[config.mk]
export PLATFORM = sky130hd
export DESIGN_NAME = uart_8n1_transceiver
export DESIGN_NICKNAME = d
export VERILOG_FILES = /design/src/u8t_pkg.sv /design/src/uart_8n1_transceiver.sv
export SDC_FILE = /design/constraint.sdc
export NUM_CORES = 1
export LEC_CHECK = 0
export BUFFER_PORTS_ARGS = -buffer_cell sky130_fd_sc_hd__buf_2
export CELL_PAD_IN_SITES_DETAIL_PLACEMENT = 0
export CELL_PAD_IN_SITES_GLOBAL_PLACEMENT = 1
export CORE_MARGIN = 4
export CORE_UTILIZATION = 25
export CTS_BUF_LIST = sky130_fd_sc_hd__clkbuf_8
export DETAILED_ROUTE_END_ITERATION = 7
export PLACE_DENSITY = 0.67
export SYNTH_ARGS = -nofsm -noshare
export SYNTH_HDL_FRONTEND = slang
export SYNTH_SLANG_ARGS = --single-unit
[constraint.sdc]
create_clock -name i_clk -period 3.37 [get_ports i_clk]
set_input_delay 0.674 -clock i_clk [delete_from_list [all_inputs] [get_ports i_clk]]
set_output_delay 0.674 -clock i_clk [all_outputs]
set_load 0.02 [all_outputs]
[src/u8t_pkg.sv]
`timescale 1ns / 1ps

package u8t_pkg;

    // Frame geometry and register defaults
    localparam int unsigned DATA_BITS_DEF  = 8;
    localparam int unsigned BYTE_W         = 8;
    localparam int unsigned HALF_W         = 7;
    localparam int unsigned TIMER_W        = 8;
    localparam int unsigned COUNT_W        = 4;
    localparam logic [HALF_W-1:0] HALF_BIT_RESET = 7'd4;

    // Configuration register map
    localparam int unsigned ADDR_W         = 3;
    localparam int unsigned APB_DATA_W     = 32;
    localparam logic [ADDR_W-1:0] ADDR_HALF_BIT = 3'd0;

    // Stream payload layout
    localparam int unsigned IN_DATA_W      = 16;
    localparam int unsigned OUT_DATA_W     = 16;

    // Output tdata bit positions
    localparam int unsigned OUT_TX_LEVEL   = 0;
    localparam int unsigned OUT_TX_BUSY    = 1;
    localparam int unsigned OUT_RX_VALID   = 2;
    localparam int unsigned OUT_RX_BYTE_LO = 3;

    typedef enum logic [3:0] {
        RX_IDLE  = 4'b0001,
        RX_START = 4'b0010,
        RX_DATA  = 4'b0100,
        RX_TAIL  = 4'b1000
    } t_rx_phase;

endpackage

[src/uart_8n1_transceiver.sv]
// A tick transferred in on s_axis is registered and appears on m_axis in the next cycle.
// Throughput: one tick per cycle; the output register is refilled in the same
// cycle it is drained, so the stream only stalls while m_axis_tready is low.
// Reset: synchronous, active low; both line state machines return to idle,
// the transmit line to high and r_half to 4.
`timescale 1ns / 1ps

module uart_8n1_transceiver #(
    parameter int unsigned DATA_BITS = u8t_pkg::DATA_BITS_DEF
) (
    input  logic                              i_clk,
    input  logic                              i_rst_n,
    // Configuration port
    input  logic                              psel,
    input  logic                              penable,
    input  logic                              pwrite,
    input  logic [u8t_pkg::ADDR_W-1:0]        paddr,
    input  logic [u8t_pkg::APB_DATA_W-1:0]    pwdata,
    output logic [u8t_pkg::APB_DATA_W-1:0]    prdata,
    output logic                              pready,
    // Tick input
    input  logic                              s_axis_tvalid,
    output logic                              s_axis_tready,
    // rx_level [0], send_valid [1], send_byte [9:2], zero [15:10]
    input  logic [u8t_pkg::IN_DATA_W-1:0]     s_axis_tdata,
    // Tick result
    output logic                              m_axis_tvalid,
    input  logic                              m_axis_tready,
    // tx_level [0], tx_busy [1], rx_valid [2], rx_byte [10:3], zero [15:11]
    output logic [u8t_pkg::OUT_DATA_W-1:0]    m_axis_tdata
);

    localparam logic [u8t_pkg::COUNT_W-1:0] DB      = u8t_pkg::COUNT_W'(DATA_BITS);
    localparam logic [u8t_pkg::COUNT_W-1:0] STOP_CT = u8t_pkg::COUNT_W'(DATA_BITS + 2);

    logic [u8t_pkg::HALF_W-1:0]   r_half;
    u8t_pkg::t_rx_phase           r_rx_phase,  n_rx_phase;
    logic [u8t_pkg::TIMER_W-1:0]  r_rx_timer,  n_rx_timer;
    logic [u8t_pkg::COUNT_W-1:0]  r_rx_count,  n_rx_count;
    logic [u8t_pkg::BYTE_W-1:0]   r_rx_shift,  n_rx_shift;
    logic [u8t_pkg::TIMER_W-1:0]  r_tx_timer,  n_tx_timer;
    logic [u8t_pkg::COUNT_W-1:0]  r_tx_count,  n_tx_count;
    logic [u8t_pkg::BYTE_W-1:0]   r_tx_shift,  n_tx_shift;
    logic                         r_tx_line,   n_tx_line;
    logic                         r_out_valid;
    logic [u8t_pkg::OUT_DATA_W-1:0] r_out_data, n_out_data;

    logic                         cfg_wr;
    logic                         in_xfer;
    logic [u8t_pkg::HALF_W-1:0]   half;
    logic [u8t_pkg::TIMER_W-1:0]  half_t, full_t;
    logic [u8t_pkg::TIMER_W-1:0]  rx_dec, tx_dec;
    logic                         rx_exp, tx_exp;
    logic                         in_level, in_req;
    logic [u8t_pkg::BYTE_W-1:0]   in_byte;
    logic                         rx_valid;
    logic [u8t_pkg::BYTE_W-1:0]   rx_out;
    logic [u8t_pkg::COUNT_W-1:0]  tx_inc, tx_idx;

    assign pready  = 1'b1;
    assign cfg_wr  = psel && penable && pwrite && pready;
    assign prdata  = (paddr == u8t_pkg::ADDR_HALF_BIT)
                   ? u8t_pkg::APB_DATA_W'(r_half) : '0;

    assign s_axis_tready = !r_out_valid || m_axis_tready;
    assign in_xfer       = s_axis_tvalid && s_axis_tready;
    assign m_axis_tvalid = r_out_valid;
    assign m_axis_tdata  = r_out_data;

    assign in_level = s_axis_tdata[0];
    assign in_req   = s_axis_tdata[1];
    assign in_byte  = s_axis_tdata[9:2];

    // A zero setting behaves as one tick per half bit.
    assign half   = (r_half == '0) ? u8t_pkg::HALF_W'(1) : r_half;
    assign half_t = {1'b0, half};
    assign full_t = {half, 1'b0};

    assign rx_dec = (r_rx_timer != '0) ? r_rx_timer - 8'd1 : r_rx_timer;
    assign rx_exp = (rx_dec == '0);
    assign tx_dec = (r_tx_timer != '0) ? r_tx_timer - 8'd1 : r_tx_timer;
    assign tx_exp = (tx_dec == '0);
    assign tx_inc = r_tx_count + 4'd1;
    assign tx_idx = tx_inc - 4'd2;

    // Receiver
    always_comb begin
        n_rx_phase = r_rx_phase;
        n_rx_timer = r_rx_timer;
        n_rx_count = r_rx_count;
        n_rx_shift = r_rx_shift;
        rx_valid   = 1'b0;
        rx_out     = '0;
        unique case (r_rx_phase)
            u8t_pkg::RX_IDLE: begin
                if (!in_level) begin
                    n_rx_phase = u8t_pkg::RX_START;
                    n_rx_timer = full_t;
                    n_rx_count = '0;
                    n_rx_shift = '0;
                end
            end
            u8t_pkg::RX_START: begin
                n_rx_timer = rx_dec;
                if (rx_exp) begin
                    n_rx_phase = u8t_pkg::RX_DATA;
                    n_rx_timer = half_t;
                end
            end
            u8t_pkg::RX_DATA: begin
                n_rx_timer = rx_dec;
                if (rx_exp) begin
                    // Bits beyond the eighth are counted but not stored.
                    if (r_rx_count < 4'd8 && in_level) begin
                        n_rx_shift[r_rx_count[2:0]] = 1'b1;
                    end
                    n_rx_count = r_rx_count + 4'd1;
                    n_rx_timer = full_t;
                    if (n_rx_count >= DB) begin
                        n_rx_phase = u8t_pkg::RX_TAIL;
                    end
                end
            end
            u8t_pkg::RX_TAIL: begin
                n_rx_timer = rx_dec;
                if (rx_exp) begin
                    rx_valid   = 1'b1;
                    rx_out     = r_rx_shift;
                    n_rx_phase = u8t_pkg::RX_IDLE;
                end
            end
            default: begin
                n_rx_phase = u8t_pkg::RX_IDLE;
            end
        endcase
    end

    // Transmitter; a count of zero means idle.
    always_comb begin
        n_tx_timer = r_tx_timer;
        n_tx_count = r_tx_count;
        n_tx_shift = r_tx_shift;
        n_tx_line  = r_tx_line;
        if (r_tx_count != '0) begin
            n_tx_timer = tx_dec;
            if (tx_exp) begin
                if (tx_inc > STOP_CT || tx_inc == '0) begin
                    n_tx_count = '0;
                    n_tx_line  = 1'b1;
                end else begin
                    n_tx_count = tx_inc;
                    n_tx_timer = full_t;
                    if (tx_inc == STOP_CT) begin
                        n_tx_line = 1'b1;
                    end else begin
                        n_tx_line = (tx_idx < 4'd8) ? r_tx_shift[tx_idx[2:0]] : 1'b0;
                    end
                end
            end
        end
        // The transmitter may take a new request on the tick its stop bit ends.
        if (n_tx_count == '0) begin
            if (in_req) begin
                n_tx_count = 4'd1;
                n_tx_shift = in_byte;
                n_tx_timer = full_t;
                n_tx_line  = 1'b0;
            end else begin
                n_tx_line  = 1'b1;
            end
        end
    end

    always_comb begin
        n_out_data = '0;
        n_out_data[u8t_pkg::OUT_TX_LEVEL] = n_tx_line;
        n_out_data[u8t_pkg::OUT_TX_BUSY]  = (n_tx_count != '0);
        n_out_data[u8t_pkg::OUT_RX_VALID] = rx_valid;
        n_out_data[u8t_pkg::OUT_RX_BYTE_LO +: u8t_pkg::BYTE_W] = rx_out;
    end

    always_ff @(posedge i_clk) begin
        if (!i_rst_n) begin
            r_half      <= u8t_pkg::HALF_BIT_RESET;
            r_rx_phase  <= u8t_pkg::RX_IDLE;
            r_rx_timer  <= '0;
            r_rx_count  <= '0;
            r_rx_shift  <= '0;
            r_tx_timer  <= '0;
            r_tx_count  <= '0;
            r_tx_shift  <= '0;
            r_tx_line   <= 1'b1;
            r_out_valid <= 1'b0;
        end else begin
            if (cfg_wr && paddr == u8t_pkg::ADDR_HALF_BIT) begin
                r_half <= pwdata[u8t_pkg::HALF_W-1:0];
            end
            if (in_xfer) begin
                r_rx_phase <= n_rx_phase;
                r_rx_timer <= n_rx_timer;
                r_rx_count <= n_rx_count;
                r_rx_shift <= n_rx_shift;
                r_tx_timer <= n_tx_timer;
                r_tx_count <= n_tx_count;
                r_tx_shift <= n_tx_shift;
                r_tx_line  <= n_tx_line;
            end
            if (in_xfer) begin
                r_out_valid <= 1'b1;
            end else if (m_axis_tready) begin
                r_out_valid <= 1'b0;
            end
        end
    end

    always_ff @(posedge i_clk) begin
        if (in_xfer) begin
            r_out_data <= n_out_data;
        end
    end

endmodule

==> results.txt <==
- Placed cell count: 783
* Data arrival time of the critical path: 3.39 ns
- Cells on worst reg2reg path: 9
* Number of H-tree branching levels: 3
- Global routing met1 resource utilization: 16.1%
* Post-layout worst setup margin: 0.0917 ns
- The min-delay analysis places its worst path in the category flop to flop.
- Most Used Layer, Global Route: met2
- Vias in the first global route: 3619
- The hold violation total from the final report came to 0.
- Synthesized instance count: 512
- After detailed routing, the number of vias per cell comes to 4.89.
- Worst-margin pin slew: 0.913 ns
* TNS Setup: 0 ns
* Mapped Avg Cell Area: 8.17 um2
- Filler instances: 1767
* Layout-stage area growth over the synthesis result: 19.0%
- After layout, the worst path uses 97.3% of the clock period.
* Initial antenna violation count: 0
- Post-route cell area: 4980 um2
* Fmax: 305 MHz
* Leakage: 1.91 nW
- In this run, the number of DRC markers left after iteration 0 of detailed routing was 320.
- The worst hold path terminates at r_tx_shift[5]$_SDFFE_PN0P_.
* Worst setup timing slack at the placement stage: 0.0951 ns
- The final layout contains 640 nets.
* Async set-reset flop share out of synthesis: 0%
- The clock net in this run drives a total of 64 sinks.
- The multi-input combinational cells in the finished layout cover a total of 2540 um2.
- Cell area reported after detailed placement: 4740 um2
- Unique cell type count in the Yosys netlist: 71
- Maximum VDD drop: 0.000209 V
* Top FF cell, synth: sky130_fd_sc_hd__dfxtp_1
- Detail Route Antenna Nets: 0
- Worst relative slew slack: 38.7%
* Endpoint kind of the worst setup timing path: flop
* Number of maximum-capacitance constraint violations: 0
- Clock tree synthesis inserted a total of 9 buffers.
- Routed wire length per instance: 14.7 um
- Subtracting the final worst setup slack from the clock period gives 3.28 ns.
* Area of the placeable core: 16500 um2
- Clock-pin slew was measured on the worst setup and hold paths at 0.08 ns.
- Post-layout utilization of the core: 30.2%
* Number of buffer cells added on primary ports: 46
- In the global route stage, overall resource usage came out at 12.4%.
- The synthesized design contains 11 enable-type register cells.
- First-pass GRT wire length: 18500 um
- Commonest non-fill, non-tap cell in the layout: sky130_fd_sc_hd__dfxtp_1
- Number of primary I/O pins: 109
- TritonCTS built the clock tree.
- Met3 routing resource usage after global routing: 2.89%
- Global route total overflow: 0
* Sequential cell area fraction in the yosys report: 33.3%
* Share of final-layout standard cells stronger than drive strength 1: 21.2%
- Excluding fillers, the count of instances in the completed layout stands at 799.
- The worst register-to-register path ends at m_axis_tdata[1]$_DFFE_PP_.
- Area of the die: 18900 um2
* Hold Path Stages: 2
* Seq cells post-synth: 64
- Critical R2R Launch: r_tx_timer[0]$_SDFFE_PN0P_
- In the final layout, flip-flops and latches occupy 1390 um2.
- Global routing consumed, on the met2 layer, 19.8% of the routing resources.
- Required arrival time at the worst endpoint: 3.48 ns
- For this run, design rule violations remaining after detail routing come to 0.
* Maximum buffer depth of the clock tree: 2
* Clock Root Buffer: sky130_fd_sc_hd__clkbuf_8
- Starting density of the core: 25.4%
* Startpoint type of the worst setup path: flop
* Pin count of the biggest net entering global routing: 40
- Launch point of the worst hold path: r_tx_shift[5]$_SDFFE_PN0P_
- Worst setup skew after layout: 0.0107 ns
* Number of warnings issued by yosys: 0
- After detailed routing, the total wire length is 11800 um.
- The worst register-to-register path has a setup slack of 0.09 ns.
- Status: finished clean
* Number of setup buffers added after CTS: 0
* Final HPWL from detailed placement: 8650 um
* DR vias: 3910
- The first TritonRoute pass finished after 5 iterations.
- Chip Width: 137 um
* Netlist area before placement: 4180 um2
* Power per Cell Area: 437 nW/um2
* Largest fanout on the critical path: 4
- Commonest non-fill, non-tap cells in the layout: sky130_fd_sc_hd__dfxtp_1, sky130_fd_sc_hd__nand2_1, sky130_fd_sc_hd__buf_2
- Global placer's final weighted congestion: 0.848
- Antenna cell count: 0
- The worst setup path is of the flop to flop kind.
- Final setup vio count: 0
- After floorplanning, the core was divided into 47 placement rows.
- Overall die height: 137 um
- Clock latency on the worst-skew pair, taken at its later pin, is 0.36 ns.
- The total count of max-transition violations in the final report came to 0.
==> worst max-delay path by stage <==
stage | start | to | cells past startpoint
3_3_place_gp | r_tx_timer[0]$_SDFFE_PN0P_ | m_axis_tdata[1]$_DFFE_PP_ | 9
5_1_grt | r_tx_timer[0]$_SDFFE_PN0P_ | m_axis_tdata[1]$_DFFE_PP_ | 9
6_report | r_tx_timer[0]$_SDFFE_PN0P_ | m_axis_tdata[1]$_DFFE_PP_ | 9
3_5_place_dp | r_tx_timer[0]$_SDFFE_PN0P_ | m_axis_tdata[1]$_DFFE_PP_ | 9
4_1_cts | r_tx_timer[0]$_SDFFE_PN0P_ | m_axis_tdata[1]$_DFFE_PP_ | 9
2_1_floorplan | r_rx_timer[0]$_SDFFE_PN0P_ | r_rx_shift[6]$_SDFFE_PN0P_ | 12
==> per-layer routing <==
| layer | vias to the layer above | share of wire, % |
|---|---|---|
| met5 | - | 0 |
| met4 | 0 | 2.5 |
| met3 | 16 | 5.2 |
| met2 | 113 | 48 |
| met1 | 1857 | 45 |
| li1 | 1924 | - |
==> cell type report <==
class                           instances  area share, %
Clock buffer                            9           2.49
Tap cell                              220           5.53
Timing Repair Buffer                   84           10.4
Clock inverter                          7           1.58
Multi-Input combinational cell        401           51.0
Sequential cell                        64           27.9
Inverter                               14           1.06
==> synthesized netlist by cell type, drive strengths merged, types with 2 or more instances <==
cell | instances | area share (%)
a31oi | 7 | 1.0
edfxtp | 11 | 7.9
a32oi | 3 | 0.63
nand2b | 5 | 0.75
a21oi | 32 | 3.8
conb | 2 | 0.18
or2 | 2 | 0.30
nand4 | 3 | 0.45
ha | 8 | 2.4
o31ai | 10 | 2.1
or4 | 4 | 0.81
nor3 | 15 | 1.8
and3 | 10 | 1.5
a21boi | 3 | 0.54
o211ai | 8 | 1.4
or3b | 2 | 0.42
o21ai | 29 | 3.5
a211oi | 4 | 0.72
a22o | 2 | 0.42
buf | 36 | 6.2
nor2 | 39 | 3.7
nor4b | 5 | 1.0
or4b | 4 | 0.96
o32ai | 2 | 0.42
o31a | 2 | 0.42
nand3 | 10 | 1.2
mux2i | 19 | 4.5
nor2b | 17 | 2.5
or3 | 11 | 1.8
nand2 | 52 | 4.7
nor3b | 3 | 0.54
and2 | 12 | 1.8
xnor2 | 8 | 1.7
inv | 14 | 1.3
o21bai | 2 | 0.36
o2bb2ai | 3 | 0.63
xor2 | 2 | 0.42
clkbuf | 26 | 2.4
a22oi | 2 | 0.36
a221oi | 3 | 0.63
dfxtp | 53 | 25
and4 | 2 | 0.42
mux4 | 2 | 1.1
nor4 | 4 | 0.60
==> registers in the layout (all words and copies together) (netlist names) <==
register / flops
r_tx_count: 4
m_axis_tdata: 11
r_tx_timer: 8
r_rx_timer: 8
r_tx_shift: 8
r_rx_phase: 4
r_tx_line: 1
m_axis_tvalid: 1
r_rx_count: 4
r_rx_shift: 8
r_half: 7
==> what timing repair did <==
action	4_1_cts	5_1_grt
hold buffers	0	0
resized for setup	0	7
setup endpoints to repair	0	18
==> critical path, stage by stage (launching register included) <==
cell and delay [ns]:
sky130_fd_sc_hd__dfxtp_1 0.31, sky130_fd_sc_hd__inv_1 0.12, sky130_fd_sc_hd__ha_1 0.19, sky130_fd_sc_hd__or4b_2 0.61, sky130_fd_sc_hd__o32ai_2 0.14, sky130_fd_sc_hd__o32ai_2 0.16
sky130_fd_sc_hd__or3_4 0.42, sky130_fd_sc_hd__o31a_1 0.34, sky130_fd_sc_hd__or3b_1 0.44, sky130_fd_sc_hd__or2_2 0.30
==> per-stage QoR <==
stage          total power, mW  hold slack [ns]
6_report                  2.17            0.466
5_1_grt                   2.29            0.486
4_1_cts                   2.17            0.470
3_5_place_dp              1.47            0.455
3_3_place_gp              1.46            0.441
2_1_floorplan             1.28            0.429
==> cells by family (layout without fill, tap and decap cells) <==
| family | after synthesis | after routing | synth area share (%) |
|---|---|---|---|
| simple gates | 206 | 206 | 26.6 |
| xor+xnor | 10 | 10 | 2.09 |
| fa+ha+maj | 9 | 9 | 2.63 |
| compound gates | 123 | 123 | 19.6 |
| other cells | 2 | 31 | 0.179 |
| flops | 64 | 64 | 33.3 |
| buf+inv | 76 | 114 | 9.78 |
| mux | 22 | 22 | 5.89 |
==> power by group <==
| part | switching [mW] | leakage (nW) | internal [mW] |
|---|---|---|---|
| clock | 0.355 | 0.0925 | 0.348 |
| sequential | 0.0311 | 0.541 | 0.812 |
| combinational | 0.381 | 1.28 | 0.247 |
| total | 0.767 | 1.91 | 1.41 |
No activity file was read; power rests on OpenSTA's default activity.
